==> src/rtl/core/b58_pkg.sv <==
// Shared types, constants and the character classifier for the base-58 decoder.
// No dependencies.
package b58_pkg;

  localparam int unsigned Radix    = 58;
  localparam int unsigned DigitW   = 6;
  localparam int unsigned ValueW   = 64;
  localparam int unsigned ProdW    = 70;   // holds 58 * (2^64-1) + 57
  localparam int unsigned QDepth   = 2;
  localparam int unsigned QIdxW    = (QDepth > 1) ? $clog2(QDepth) : 1;
  localparam int unsigned QCntW    = $clog2(QDepth + 1);

  typedef enum logic [1:0] {
    StOk       = 2'd0,
    StInvalid  = 2'd1,
    StOverflow = 2'd2,
    StEmpty    = 2'd3
  } status_t;

  // One classified item on its way from front to back.
  typedef struct packed {
    logic              is_end;
    logic              bad;
    logic [DigitW-1:0] digit;
  } entry_t;

  // Queue flags seen by the front.
  typedef struct packed {
    logic full;
    logic empty;
  } qflags_t;

  // Map a byte to its digit; bad is set for bytes outside the alphabet.
  function automatic entry_t classify(input logic [7:0] c, input logic end_mark);
    entry_t e;
    logic [7:0] d;
    d = 8'd0;
    e.is_end = end_mark;
    e.bad    = 1'b0;
    if (c inside {[8'h31:8'h39]}) begin        // '1'..'9'
      d = c - 8'h31;
    end else if (c inside {[8'h41:8'h48]}) begin // 'A'..'H'
      d = c - 8'h41 + 8'd9;
    end else if (c inside {[8'h4A:8'h4E]}) begin // 'J'..'N'
      d = c - 8'h4A + 8'd17;
    end else if (c inside {[8'h50:8'h5A]}) begin // 'P'..'Z'
      d = c - 8'h50 + 8'd22;
    end else if (c inside {[8'h61:8'h6B]}) begin // 'a'..'k'
      d = c - 8'h61 + 8'd33;
    end else if (c inside {[8'h6D:8'h7A]}) begin // 'm'..'z'
      d = c - 8'h6D + 8'd44;
    end else begin
      e.bad = 1'b1;
    end
    e.digit = d[DigitW-1:0];
    return e;
  endfunction

endpackage

==> src/rtl/core/b58_front.sv <==
// Front end: input handshake and character classification.
// Depends on b58_pkg.
module b58_front import b58_pkg::*; (
  input  logic       in_valid,
  output logic       in_ready,
  input  logic [7:0] char_code,
  input  logic       is_end,
  input  qflags_t    qflags,
  output logic       push,
  output entry_t     push_entry
);

  assign in_ready   = !qflags.full;
  assign push       = in_valid && !qflags.full;
  assign push_entry = classify(char_code, is_end);

endmodule

==> src/rtl/core/b58_queue.sv <==
// Short queue of classified items between front and back.
// Depends on b58_pkg.
module b58_queue import b58_pkg::*; (
  input  logic    clk,
  input  logic    rst,
  input  logic    push,
  input  entry_t  push_entry,
  input  logic    pop,
  output logic    head_valid,
  output entry_t  head,
  output qflags_t qflags
);

  entry_t             slots [QDepth];
  logic [QIdxW-1:0]   wr_ptr;
  logic [QIdxW-1:0]   rd_ptr;
  logic [QCntW-1:0]   count;
  logic               do_push;
  logic               do_pop;

  assign qflags.full  = (count == QCntW'(QDepth));
  assign qflags.empty = (count == '0);
  assign head_valid   = !qflags.empty;
  assign head         = slots[rd_ptr];
  assign do_push      = push && !qflags.full;
  assign do_pop       = pop && head_valid;

  function automatic logic [QIdxW-1:0] bump(input logic [QIdxW-1:0] p);
    return (p == QIdxW'(QDepth - 1)) ? '0 : p + 1'b1;
  endfunction

  always_ff @(posedge clk) begin
    if (rst) begin
      wr_ptr <= '0;
      rd_ptr <= '0;
      count  <= '0;
    end else begin
      if (do_push) wr_ptr <= bump(wr_ptr);
      if (do_pop)  rd_ptr <= bump(rd_ptr);
      if (do_push && !do_pop) count <= count + 1'b1;
      else if (do_pop && !do_push) count <= count - 1'b1;
    end
  end

  always_ff @(posedge clk) begin
    if (do_push) slots[wr_ptr] <= push_entry;
  end

endmodule

==> src/rtl/core/b58_back.sv <==
// Back end: multiply-accumulate by 58, sticky error, result register.
// Depends on b58_pkg.
module b58_back import b58_pkg::*; (
  input  logic              clk,
  input  logic              rst,
  input  logic              head_valid,
  input  entry_t            head,
  output logic              pop,
  output logic              out_valid,
  input  logic              out_ready,
  output logic [ValueW-1:0] value,
  output logic [1:0]        status
);

  logic [ValueW-1:0] acc;
  status_t           err;
  logic              seen;
  logic [ProdW-1:0]  prod;
  logic              slot_free;

  // acc*58 + digit as shift-add: 58 = 32 + 16 + 8 + 2
  assign prod = {1'b0, acc, 5'b0} + {2'b0, acc, 4'b0} + {3'b0, acc, 3'b0}
              + {5'b0, acc, 1'b0} + {{(ProdW-DigitW){1'b0}}, head.digit};

  assign slot_free = !out_valid || out_ready;
  assign pop       = head_valid && (!head.is_end || slot_free);

  always_ff @(posedge clk) begin
    if (rst) begin
      acc       <= '0;
      err       <= StOk;
      seen      <= 1'b0;
      out_valid <= 1'b0;
    end else begin
      if (pop && head.is_end) out_valid <= 1'b1;
      else if (out_valid && out_ready) out_valid <= 1'b0;
      if (pop) begin
        if (head.is_end) begin
          acc       <= '0;
          err       <= StOk;
          seen      <= 1'b0;
        end else begin
          seen <= 1'b1;
          if (err == StOk) begin
            if (head.bad) err <= StInvalid;
            else if (prod[ProdW-1:ValueW] != '0) err <= StOverflow;
            else acc <= prod[ValueW-1:0];
          end
        end
      end
    end
  end

  // Result payload, loaded with the terminator.
  always_ff @(posedge clk) begin
    if (pop && head.is_end) begin
      if (!seen) begin
        value  <= '0;
        status <= StEmpty;
      end else if (err != StOk) begin
        value  <= '0;
        status <= err;
      end else begin
        value  <= acc;
        status <= StOk;
      end
    end
  end

endmodule

==> src/rtl/core/base58_u64_decoder.sv <==
// Top level of the base-58 to unsigned 64-bit decoder.
// Depends on b58_pkg, b58_front, b58_queue, b58_back.
//
//   channel | signals                              | transfer when
//   --------+--------------------------------------+------------------------
//   in      | in_valid, in_ready, char_code, is_end | in_valid && in_ready
//   out     | out_valid, out_ready, value, status   | out_valid && out_ready
//
// One item per cycle sustained while no held result stalls a terminator: the
// back end takes one queue entry each cycle, the times-58 step being a single
// shift-add with a carry check. A terminator's result passes through the queue
// write and then the back-end result register before it shows up.
// Synchronous reset (rst) empties the queue and clears acc and error status.
// A held result stalls only terminators; characters keep draining, and the
// input stalls once the two-entry queue is full.
module base58_u64_decoder import b58_pkg::*; (
  input  logic              clk,
  input  logic              rst,
  input  logic              in_valid,
  output logic              in_ready,
  input  logic [7:0]        char_code,
  input  logic              is_end,
  output logic              out_valid,
  input  logic              out_ready,
  output logic [ValueW-1:0] value,
  output logic [1:0]        status
);

  qflags_t qflags;
  logic    push;
  entry_t  push_entry;
  logic    pop;
  logic    head_valid;
  entry_t  head;

  // Classify each byte as it arrives.
  b58_front u_front (
    .in_valid   (in_valid),
    .in_ready   (in_ready),
    .char_code  (char_code),
    .is_end     (is_end),
    .qflags     (qflags),
    .push       (push),
    .push_entry (push_entry)
  );

  // Decouples the input from the result stall.
  b58_queue u_queue (
    .clk        (clk),
    .rst        (rst),
    .push       (push),
    .push_entry (push_entry),
    .pop        (pop),
    .head_valid (head_valid),
    .head       (head),
    .qflags     (qflags)
  );

  // Accumulate and report.
  b58_back u_back (
    .clk        (clk),
    .rst        (rst),
    .head_valid (head_valid),
    .head       (head),
    .pop        (pop),
    .out_valid  (out_valid),
    .out_ready  (out_ready),
    .value      (value),
    .status     (status)
  );

endmodule

==> config.mk <==
export PLATFORM = sky130hd
export DESIGN_NAME = base58_u64_decoder
export DESIGN_NICKNAME = d
export VERILOG_FILES = /design/src/rtl/core/b58_pkg.sv /design/src/rtl/core/b58_front.sv /design/src/rtl/core/b58_queue.sv /design/src/rtl/core/b58_back.sv /design/src/rtl/core/base58_u64_decoder.sv
export SDC_FILE = /design/constraint.sdc
export NUM_CORES = 1
export LEC_CHECK = 0
export BUFFER_PORTS_ARGS = -buffer_cell sky130_fd_sc_hd__buf_2
export CELL_PAD_IN_SITES_DETAIL_PLACEMENT = 2
export CELL_PAD_IN_SITES_GLOBAL_PLACEMENT = 2
export CORE_UTILIZATION = 41
export DETAILED_ROUTE_END_ITERATION = 8
export PLACE_DENSITY = 0.85
export SETUP_SLACK_MARGIN = 0.15
export SYNTH_ARGS = -nofsm -noshare
export SYNTH_HDL_FRONTEND = slang
export SYNTH_SLANG_ARGS = --single-unit
==> constraint.sdc <==
create_clock -name clk -period 7.1 [get_ports clk]
set_clock_uncertainty 0.1 [all_clocks]
set_input_delay 1.775 -clock clk [delete_from_list [all_inputs] [get_ports clk]]
set_output_delay 1.775 -clock clk [all_outputs]
set_load 0.02 [all_outputs]
Word level (Yosys, flattened, before mapping). Memory sizes are Yosys's and may differ from the RTL's. A register that Yosys moved wholly into a read port is not among the register bits. Cells that the tools add are included.

$add $sub $neg: 19. Eq/ne operators: 3. Magnitude comparators: 12. Reduce and logical (&&, ||, !) cells: 33. Muxes and demuxes: 32. Bitwise operators: 1.

Operator list (count): $mux 64 (4); $add 69x68->70 (1); $add 70x6->70 (1); $add 70x65->70 (1); $add 70x67->70 (1); $ge 8x7->1 const B (5); $le 8x7->1 const B (5); $mux 6 (6); $sub 6x6->6 const B (3); $mux 1 (15); $logic_and 1x1->1 (14); $mux 2 (7); $add 6x5->6 const B (2); $add 6x6->6 const B (2); $ge 8x6->1 const B (1); $le 8x6->1 const B (1); $reduce_bool 2->1 (4); $add 6x4->6 const B (1); $logic_not 1->1 (6); $reduce_bool 6->1 (1); $sub 6x1->6 const B (1); $sub 6x4->6 const B (1); $sub 6x5->6 const B (1); $logic_not 2->1 (2); 11 further kinds (14).

Memories kept: 1. Memory bits (writable): 16. Bits in registers: 138. Logic and storage cells: 110. Input bits: 13.

Memories: u_queue.slots (depth 2, bits a word 8, rd ports 1, clocked after Yosys merged registers in 1, write ports 1, line b58_queue.sv:14) `entry_t slots [QDepth];`.

Depth between registers and ports, before layout. Gate-level depths: netlist of the first run.

Depth in word-level cells: 9. Gate-level depth with buffers: 22. Gate-level depth less buffers: 19.

Cells and area by module. Synthesis of the first run repeated with hierarchy kept, for this count alone.

Cell total of the unflattened synthesis: 1540. Area, all modules: 14727.9 um2.

By module, submodules not included: b58_back (area an instance 12916.1 um2, instances 1, cells each 1357); b58_front (area an instance 1012.2 um2, instances 1, cells each 132); b58_queue (area an instance 799.5 um2, instances 1, cells each 51).

Worst setup path after synthesis of the first run. OpenSTA, ideal clock, no wires.

Path type: register -> register. From: reg with a tool-made name. To: reg u_back.acc[46]. Setup slack: 1683 ps. Data required time: 6867 ps. Arrival: 5184 ps. Clock period less this slack: 5417 ps. Cell stages (with the launch flop): 22. Cells stage by stage: dfxtp_1 -> clkbuf_1 -> mux2i_1 -> fa_1 -> inv_1 -> fa_1 -> fa_1 -> inv_1 -> fa_1 -> nand2b_1 -> a21oi_1 -> o2111ai_1 -> a31oi_1 -> nor3b_1 -> a31o_2 -> a41oi_2 -> xor2_2 -> nand4_2 -> buf_4 -> buf_2 -> nand4_1 -> o41ai_2.

RTL lines: end signal: assignment (line b58_back.sv:47) `else acc <= prod[ValueW-1:0];`; end: declaration (line b58_back.sv:15) `logic [ValueW-1:0] acc;`.

Worst setup path after layout of the first run.
From: reg u_back.acc[0]. To: reg u_back.acc[23].

Word-level cells in the longest chain between the ends: 8. Elaborated cells on any way between the ends: 11. Those cells by class: 4 x add/sub; 1 x eq/ne; 4 x mux; 2 x reduce/logical.

Ends and longest elaborated chain: $add 69x68->70 (line b58_back.sv:22) `assign prod = {1'b0, acc, 5'b0} + {2'b0, acc, 4'b0} + {3'b0, acc, 3'b0}`; $add 70x67->70 (line b58_back.sv:22); $add 70x65->70 (*) (line b58_back.sv:23) `+ {5'b0, acc, 1'b0} + {{(ProdW-DigitW){1'b0}}, head.digit};`; $add 70x6->70 (*) (line b58_back.sv:23); parallel branches: the longest is 4 deep, another holds $reduce_bool 6->1.

Every way passes the cells marked *. The select of a mux whose other input is x is not followed. A chain may end at the register's enable or synchronous reset.

==> impl_metrics.prom, run 1 <==
# TYPE chip_impl_metric gauge
chip_impl_metric{name="diodes",unit=""} 0
chip_impl_metric{name="grtUsageTotal",unit=""} 0.283
chip_impl_metric{name="post_synth_instance_area",unit="mm²"} 0.0141
chip_impl_metric{name="netlist-cell-type-count",unit=""} 69
chip_impl_info{name="synth_top_family_by_area",value="adder cells"} 1
chip_impl_metric{name="finalSetupViolCount",unit=""} 0
chip_impl_metric{name="clkTransAtPathRegs",unit="ns"} 0.08
chip_impl_metric{name="power",unit="W"} 0.00312
chip_impl_metric{name="post_synth_and_or_nand_nor_area_fraction",unit=""} 0.169
chip_impl_metric{name="synth-seq-cells",unit=""} 155
chip_impl_metric{name="final_period_minus_worst_setup_slack",unit="ns"} 6.57
chip_impl_metric{name="timing.reg2reg.worst_path_depth",unit=""} 19
chip_impl_metric{name="min_delay_path_depth",unit=""} 2
chip_impl_info{name="setup.worst_path.start_class",value="flip-flop"} 1
chip_impl_info{name="synth_ff_type",value="edfxtp_1"} 1
chip_impl_info{name="netlist_top_cells_area",value="fa_1, edfxtp_1, ha_1, dfxtp_1, a21oi_1"} 1
chip_impl_metric{name="synth_xor_xnor_area_share",unit=""} 0.0440
chip_impl_metric{name="global_route_wire_length_before_repair",unit="mm"} 77.0
chip_impl_metric{name="mean_instance_size_in_the_synthesized_netlist",unit="µm²"} 9.80
chip_impl_metric{name="synth_cells",unit=""} 1440
chip_impl_metric{name="clk_path_buf_depth",unit=""} 2
chip_impl_metric{name="total_length_of_routed_wires",unit="mm"} 47.8
chip_impl_metric{name="area_delta_synth_final",unit="%"} 9.15
chip_impl_metric{name="synth.area.mux_share",unit=""} 0.00692
chip_impl_info{name="cts_root_buf",value="clkbuf_16"} 1
chip_impl_metric{name="finalCritPeriodShare",unit=""} 0.925
chip_impl_metric{name="number_of_antenna_violations_at_the_first_check_in_global_routing",unit=""} 0
chip_impl_metric{name="nFillCells",unit=""} 3593
chip_impl_metric{name="cts-hold-fix-buffers",unit=""} 0
chip_impl_metric{name="final-max-slew-violation-count",unit=""} 0
chip_impl_metric{name="io_buffers",unit=""} 80
chip_impl_metric{name="post_dp_cell_area",unit="mm²"} 0.0148
chip_impl_metric{name="regToRegSetupSlack",unit="ns"} 0.53
chip_impl_metric{name="width_of_the_chip",unit="µm"} 188
chip_impl_metric{name="postSynth.asyncResetShare",unit=""} 0
chip_impl_metric{name="worst_slew_margin_rel",unit=""} 0.320
chip_impl_metric{name="synth_edf_count",unit=""} 82
chip_impl_metric{name="vdd_ir_drop_max",unit="mV"} 0.246
chip_impl_metric{name="netlist.area_leader.share",unit=""} 0.182
chip_impl_metric{name="placementRows",unit=""} 67
chip_impl_info{name="tritoncts",value="yes"} 1
chip_impl_metric{name="dieHeight",unit="µm"} 188
chip_impl_metric{name="worstPathMaxFanout",unit=""} 53
chip_impl_metric{name="worst_slew_pin_slew",unit="ns"} 1.02
chip_impl_metric{name="ant_nets",unit=""} 0
chip_impl_metric{name="ctsResizeCount",unit=""} 0
chip_impl_metric{name="initialDrtViolationCount",unit=""} 532
chip_impl_metric{name="ys_seq_area_frac",unit=""} 0.278
chip_impl_metric{name="drt-pass1-iter-count",unit=""} 4
chip_impl_metric{name="synth_fa_ha_area_frac",unit=""} 0.317
chip_impl_metric{name="totalNegativeSetupSlack",unit="ns"} 0
chip_impl_metric{name="power_density",unit="mW/mm²"} 202
chip_impl_metric{name="clock_latency",unit="ns"} 0.47
chip_impl_metric{name="fp.coreArea",unit="mm²"} 0.0337
chip_impl_info{name="worst_hold_path_type",value="flip-flop to flip-flop"} 1
chip_impl_metric{name="final_core_util",unit=""} 0.457
chip_impl_metric{name="final_nets",unit=""} 1770
chip_impl_metric{name="boundary_pins",unit=""} 81
chip_impl_info{name="crit_path_end_kind",value="flip-flop"} 1
chip_impl_metric{name="drcViolationCount",unit=""} 0
chip_impl_info{name="worstSetupPathType",value="flip-flop to flip-flop"} 1
chip_impl_metric{name="ctsHtreeMaxLevel",unit=""} 4
chip_impl_metric{name="via_count",unit=""} 11700
chip_impl_info{name="rsz0062_at_grt",value="no"} 1
chip_impl_info{name="synth_most_common_cell",value="ha_1"} 1
chip_impl_metric{name="grt-ovfl-total",unit=""} 0
chip_impl_metric{name="vias_in_the_first_global_route",unit=""} 13400
chip_impl_metric{name="synth_compound_gate_area_share",unit=""} 0.150
chip_impl_metric{name="final-hold-violation-count",unit=""} 0
chip_impl_info{name="synth.top_cells.by_count",value="ha_1, a21oi_1, fa_1, nand2_1, nand3_1"} 1
chip_impl_metric{name="timing.critical_path.required",unit="ns"} 7.37
chip_impl_metric{name="postSynthNetCount",unit=""} 1734
chip_impl_metric{name="hpwl",unit="mm"} 36.2
chip_impl_metric{name="timing.critical_path.arrival",unit="ns"} 6.84
chip_impl_metric{name="fraction_of_layout_instances_using_a_drive_strength_above_1",unit=""} 0.101
chip_impl_metric{name="power.static_leakage",unit="nW"} 6.99
chip_impl_metric{name="cts.sinks",unit=""} 155
chip_impl_metric{name="cap_viol_max_count",unit=""} 0
chip_impl_metric{name="grt_max_degree",unit=""} 60
chip_impl_metric{name="max_freq",unit="GHz"} 0.152
chip_impl_metric{name="vias_per_cell",unit=""} 6.03
chip_impl_metric{name="cts_buffer_count",unit=""} 17
chip_impl_metric{name="hold_slack",unit="ns"} 0.412
chip_impl_metric{name="post-cts-setup-buffers",unit=""} 0
chip_impl_info{name="yosys.area.top_type",value="fa_1"} 1
chip_impl_metric{name="initial_core_util",unit=""} 0.419
chip_impl_metric{name="final_cell_area",unit="mm²"} 0.0154
chip_impl_metric{name="design.die.area",unit="mm²"} 0.0352
chip_impl_metric{name="avgRoutedWirePerCell",unit="µm"} 24.7
chip_impl_metric{name="ys_warn_count",unit=""} 0
chip_impl_info{name="run_status",value="finished, final reports clean"} 1
chip_impl_metric{name="gp_routability_congestion",unit=""} 0.852
-- worst max-delay path, stage by stage (launching register included) --
cell	delay (ns)
dfxtp_1	0.45
inv_1	0.16
fa_1	0.56
inv_1	0.06
fa_1	0.50
fa_1	0.56
inv_1	0.08
fa_1	0.44
nand2b_1	0.21
a21oi_1	0.32
o2111ai_1	0.26
a31oi_1	0.33
nor3b_1	0.48
a31o_2	0.30
a41oi_2	0.15
xor2_2	0.24
nand4_2	0.14
buf_4	0.40
or4_1	0.58
o21ai_0	0.12
-- cell usage in the layout (no fill, tap or decap), drive strengths merged, types with 5 or more instances in the layout --
cell type,Yosys,layout
buf,26,93
o21ai,87,87
dfxtp,73,73
o211ai,10,10
xnor2,38,38
edfxtp,82,82
o31ai,9,9
nor3,22,22
nor2b,8,8
clkinv,0,5
and2,68,68
clkbuf,50,18
inv,37,44
and3,11,11
o21bai,13,13
a31oi,9,9
o21a,6,6
a21oi,139,139
or3,6,6
nor4,11,11
ha,153,153
a211oi,12,12
fa,128,128
a21boi,5,5
nand3,87,87
nand2b,9,9
xor2,32,32
nand2,108,108
nand4,48,48
a221o,5,5
a21o,15,15
mux2,6,6
nor2,71,71
-- metal layers --
layer | vias to the layer above | GRT usage | part of all wire
met5 | - | 0 | 0
met4 | 0 | 0.130 | 0.037
met3 | 104 | 0.0350 | 0.026
met2 | 227 | 0.511 | 0.52
met1 | 6057 | 0.335 | 0.42
li1 | 5289 | - | -
-- state kept, by name, indices dropped and copies added (netlist names), named ones only --
register and flops:
u_back.acc 64, u_queue.count 2, u_back.value 64, u_queue.slots 16, u_queue.wr_ptr 1, u_back.out_valid 1
u_queue.rd_ptr 1, u_back.seen 1, u_back.status 2, u_back.err 2
-- kinds of logic (layout without fill, tap and decap cells) --
logic type	Yosys count	count (layout)
XOR/XNOR	70	70
adder cells (fa/ha/maj)	281	281
AO/OA/AOI/OAI	345	345
buffers and inverters	113	162
flip-flops	155	155
multiplexers	9	9
AND/OR/NAND/NOR	467	467
-- metrics by stage --
stage | setup WS (ns) | std cells
floorplan | 1.68 | 1440
global placement | 0.868 | 1905
detailed placement | 0.444 | 1905
CTS | 0.369 | 1937
global route | 0.278 | 1937
finish | 0.532 | 1937
-- power by group --
part	internal (W)	leakage, nW	switching, W
Combinational	0.000264	5.35	0.000775
Clock	0.000461	0.269	0.000440
Sequential	0.00111	1.37	0.0000631
-- area by class of cell --
type | count | area (µm²) | share of cell area
clock buffer | 18 | 429 | 0.0279
sequential | 155 | 3920 | 0.255
clock inverter | 14 | 130 | 0.00845
inverter | 37 | 139 | 0.00902
multi-input combinational | 1172 | 9720 | 0.631
tap | 448 | 561 | 0.0364
timing repair buffer | 93 | 498 | 0.0323
-- final timing paths --
kind,startpoint,end
hold reg to reg,u_back.seen,u_back.seen
setup / recovery,u_back.acc[0],u_back.acc[23]
hold / removal,u_back.seen,u_back.seen
setup reg to reg,u_back.acc[0],u_back.acc[23]
Power figures use the tool's default switching activity.
==> run 2, diff against run 1 <==
--- a/config.mk
+++ b/config.mk
@@ -11,6 +11,7 @@
 export CORE_UTILIZATION = 41
 export DETAILED_ROUTE_END_ITERATION = 8
 export PLACE_DENSITY = 0.85
+export REMOVE_ABC_BUFFERS = 1
 export SETUP_SLACK_MARGIN = 0.15
 export SYNTH_ARGS = -nofsm -noshare
 export SYNTH_HDL_FRONTEND = slang
==> run 2 against run 1 <==
- cell count is essentially flat
- largest power group unchanged
- total power grew 1.3%
- cell area grew 0.21%
- critical endpoint is now u_back.acc[24]
- sequential cell count is the same
- hold slack gained 0.010 ns
==> impl_metrics.prom, run 2 (synthesis results as in run 1) <==
# TYPE chip_impl_metric gauge
chip_impl_metric{name="vdd_ir_drop_max",unit="mV"} 0.207
chip_impl_metric{name="stdcell_count",unit=""} 1938
chip_impl_metric{name="intPower",unit="W"} 0.00190
chip_impl_metric{name="grtUsageTotal",unit=""} 0.284
chip_impl_metric{name="totalNegativeSetupSlack",unit="ns"} 0
chip_impl_info{name="crit_path_end_kind",value="flip-flop"} 1
chip_impl_metric{name="initialDrtViolationCount",unit=""} 595
chip_impl_info{name="final_cell_mix",value="ha_1, a21oi_1, fa_1"} 1
chip_impl_metric{name="cap_viol_max_count",unit=""} 0
chip_impl_metric{name="final_core_util",unit=""} 0.458
chip_impl_metric{name="finalSetupViolCount",unit=""} 0
chip_impl_metric{name="place_inst",unit=""} 1906
chip_impl_metric{name="diodes",unit=""} 0
chip_impl_metric{name="avgRoutedWirePerCell",unit="µm"} 24.9
chip_impl_metric{name="final_nets",unit=""} 1771
chip_impl_metric{name="timing.critical_path.required",unit="ns"} 7.38
chip_impl_metric{name="via_count",unit=""} 11900
chip_impl_info{name="worst_hold_path_type",value="flip-flop to flip-flop"} 1
chip_impl_info{name="rsz0062_at_grt",value="no"} 1
chip_impl_metric{name="power",unit="W"} 0.00316
chip_impl_metric{name="boundary_pins",unit=""} 81
chip_impl_metric{name="layout_setup_ws",unit="ns"} 0.568
chip_impl_metric{name="width_of_the_chip",unit="µm"} 188
chip_impl_metric{name="total_length_of_routed_wires",unit="mm"} 48.3
chip_impl_metric{name="final-max-slew-violation-count",unit=""} 0
chip_impl_metric{name="global_route_wire_length_before_repair",unit="mm"} 77.4
chip_impl_metric{name="regToRegSetupSlack",unit="ns"} 0.57
chip_impl_metric{name="fp.coreArea",unit="mm²"} 0.0337
chip_impl_metric{name="grt-ovfl-total",unit=""} 0
chip_impl_metric{name="fraction_of_layout_instances_using_a_drive_strength_above_1",unit=""} 0.101
chip_impl_metric{name="clock_latency",unit="ns"} 0.47
chip_impl_metric{name="power.static_leakage",unit="nW"} 7.00
chip_impl_metric{name="final_period_minus_worst_setup_slack",unit="ns"} 6.53
chip_impl_metric{name="cts_buffer_count",unit=""} 17
chip_impl_info{name="timing.hold.worst_endpoint",value="u_queue.count[1]"} 1
chip_impl_metric{name="worst_slew_pin_slew",unit="ns"} 0.932
chip_impl_metric{name="cts.sinks",unit=""} 155
chip_impl_metric{name="vias_in_the_first_global_route",unit=""} 13400
chip_impl_info{name="r2r_end",value="u_back.acc[24]"} 1
chip_impl_metric{name="clk_path_buf_depth",unit=""} 2
chip_impl_metric{name="clock_power_share",unit=""} 0.298
chip_impl_metric{name="vias_per_cell",unit=""} 6.12
chip_impl_info{name="layout_top_registers",value="u_back.acc x64, u_back.value x64, u_queue.slots x16"} 1
chip_impl_metric{name="max_freq",unit="GHz"} 0.153
chip_impl_metric{name="power_density",unit="mW/mm²"} 204
chip_impl_info{name="commonest_non_fill_non_tap_cell_in_the_layout",value="ha_1"} 1
chip_impl_metric{name="drcViolationCount",unit=""} 0
chip_impl_metric{name="timing.critical_path.arrival",unit="ns"} 6.81
chip_impl_metric{name="drt-pass1-iter-count",unit=""} 7
chip_impl_metric{name="design.die.area",unit="mm²"} 0.0352
chip_impl_metric{name="grt_max_degree",unit=""} 60
chip_impl_info{name="setup.worst_path.start_class",value="flip-flop"} 1
chip_impl_metric{name="placementRows",unit=""} 67
chip_impl_metric{name="switchingPower",unit="W"} 0.00126
chip_impl_metric{name="clkTransAtPathRegs",unit="ns"} 0.07
chip_impl_metric{name="finalCritPeriodShare",unit=""} 0.920
chip_impl_metric{name="ant_nets",unit=""} 0
chip_impl_metric{name="ctsHtreeMaxLevel",unit=""} 4
chip_impl_metric{name="timing.reg2reg.worst_path_depth",unit=""} 19
chip_impl_metric{name="final-hold-violation-count",unit=""} 0
chip_impl_metric{name="dieHeight",unit="µm"} 188
chip_impl_metric{name="io_buffers",unit=""} 80
chip_impl_metric{name="swShare",unit=""} 0.399
chip_impl_metric{name="initial_core_util",unit=""} 0.419
chip_impl_info{name="worstSetupPathType",value="flip-flop to flip-flop"} 1
chip_impl_info{name="run_status",value="finished, final reports clean"} 1
chip_impl_metric{name="share_comb_of_total_power",unit=""} 0.325
chip_impl_metric{name="number_of_antenna_violations_at_the_first_check_in_global_routing",unit=""} 0
chip_impl_metric{name="post-cts-setup-buffers",unit=""} 0
chip_impl_metric{name="area_delta_synth_final",unit="%"} 9.38
chip_impl_metric{name="worst_slew_margin_rel",unit=""} 0.363
chip_impl_metric{name="gp_routability_congestion",unit=""} 0.851
chip_impl_info{name="tritoncts",value="yes"} 1
chip_impl_metric{name="pre_cts_ws",unit="ns"} 0.563
chip_impl_info{name="cts_root_buf",value="clkbuf_16"} 1
chip_impl_info{name="hold_start",value="u_queue.count[1]"} 1
chip_impl_metric{name="worstPathMaxFanout",unit=""} 38
chip_impl_metric{name="hpwl",unit="mm"} 36.0
chip_impl_metric{name="min_delay_path_depth",unit=""} 2
chip_impl_metric{name="sequentialPowerShare",unit=""} 0.377
==> run 2: layout make-up <==
type	instances	area, µm²
multi-input cells	1172	9730
clock inverters	13	143
well taps	448	561
repair buffers	94	505
clock buffers	19	433
fillers	3614	18300
flip-flops and latches	155	3920
inverters	37	140
==> run 2: critical path, stage by stage, from the launching register on <==
cell and delay, ns:
dfxtp_1 0.63, mux2i_1 0.29, fa_1 0.45, inv_1 0.10
fa_1 0.45, fa_1 0.57, inv_1 0.08, fa_1 0.43
nand2b_1 0.19, a21oi_1 0.29, o2111ai_1 0.20, a31oi_1 0.32
nor3b_1 0.48, a31o_2 0.29, a41oi_2 0.15, xor2_2 0.25
and4_2 0.27, buf_4 0.45, nand4_1 0.25, o21ai_0 0.18
==> run 2: what timing repair did <==
| action | CTS | global route |
|---|---|---|
| hold buffers | 0 | 0 |
| endpoints found under the setup margin | 0 | 2 |
| gates resized for setup | 0 | 1 |
==> run 2: how the worst max path moves through the flow <==
stage | cells after the start | startpoint | end | slack [ns]
2_1_floorplan | 18 | flip-flop | u_back.acc[63] | 1.01
3_3_place_gp | 19 | flip-flop | u_back.acc[40] | 0.90
3_5_place_dp | 19 | flip-flop | u_back.acc[44] | 0.56
4_1_cts | 19 | flip-flop | u_back.acc[44] | 0.47
5_1_grt | 19 | flip-flop | u_back.acc[26] | 0.23
6_report | 19 | flip-flop | u_back.acc[24] | 0.57
==> run 2: metal layers <==
layer | track usage | up-vias | wire length [µm] | share of wire
li1 | - | 5296 | - | -
met1 | 0.345 | 6139 | 20300 | 0.42
met2 | 0.496 | 318 | 24400 | 0.51
met3 | 0.0412 | 110 | 1710 | 0.035
met4 | 0.131 | 0 | 1850 | 0.038
met5 | 0 | - | 0 | 0
==> run 2: through the flow <==
step | instance area [µm²] | hold WS [ns]
2_1_floorplan | 13800 | 0.344
3_3_place_gp | 14800 | 0.389
3_5_place_dp | 14800 | 0.409
4_1_cts | 15400 | 0.419
5_1_grt | 15400 | 0.447
6_report | 15400 | 0.422
==> run 2: power groups by stage <==
stage,clock (W),sequential [W],combinational (W)
global placement,0,0.00119,0.000943
global route,0.000983,0.00120,0.00109
CTS,0.000958,0.00119,0.00102
detailed placement,0,0.00121,0.00101
floorplan,0,0.00131,0.000448
finish,0.000940,0.00119,0.00103
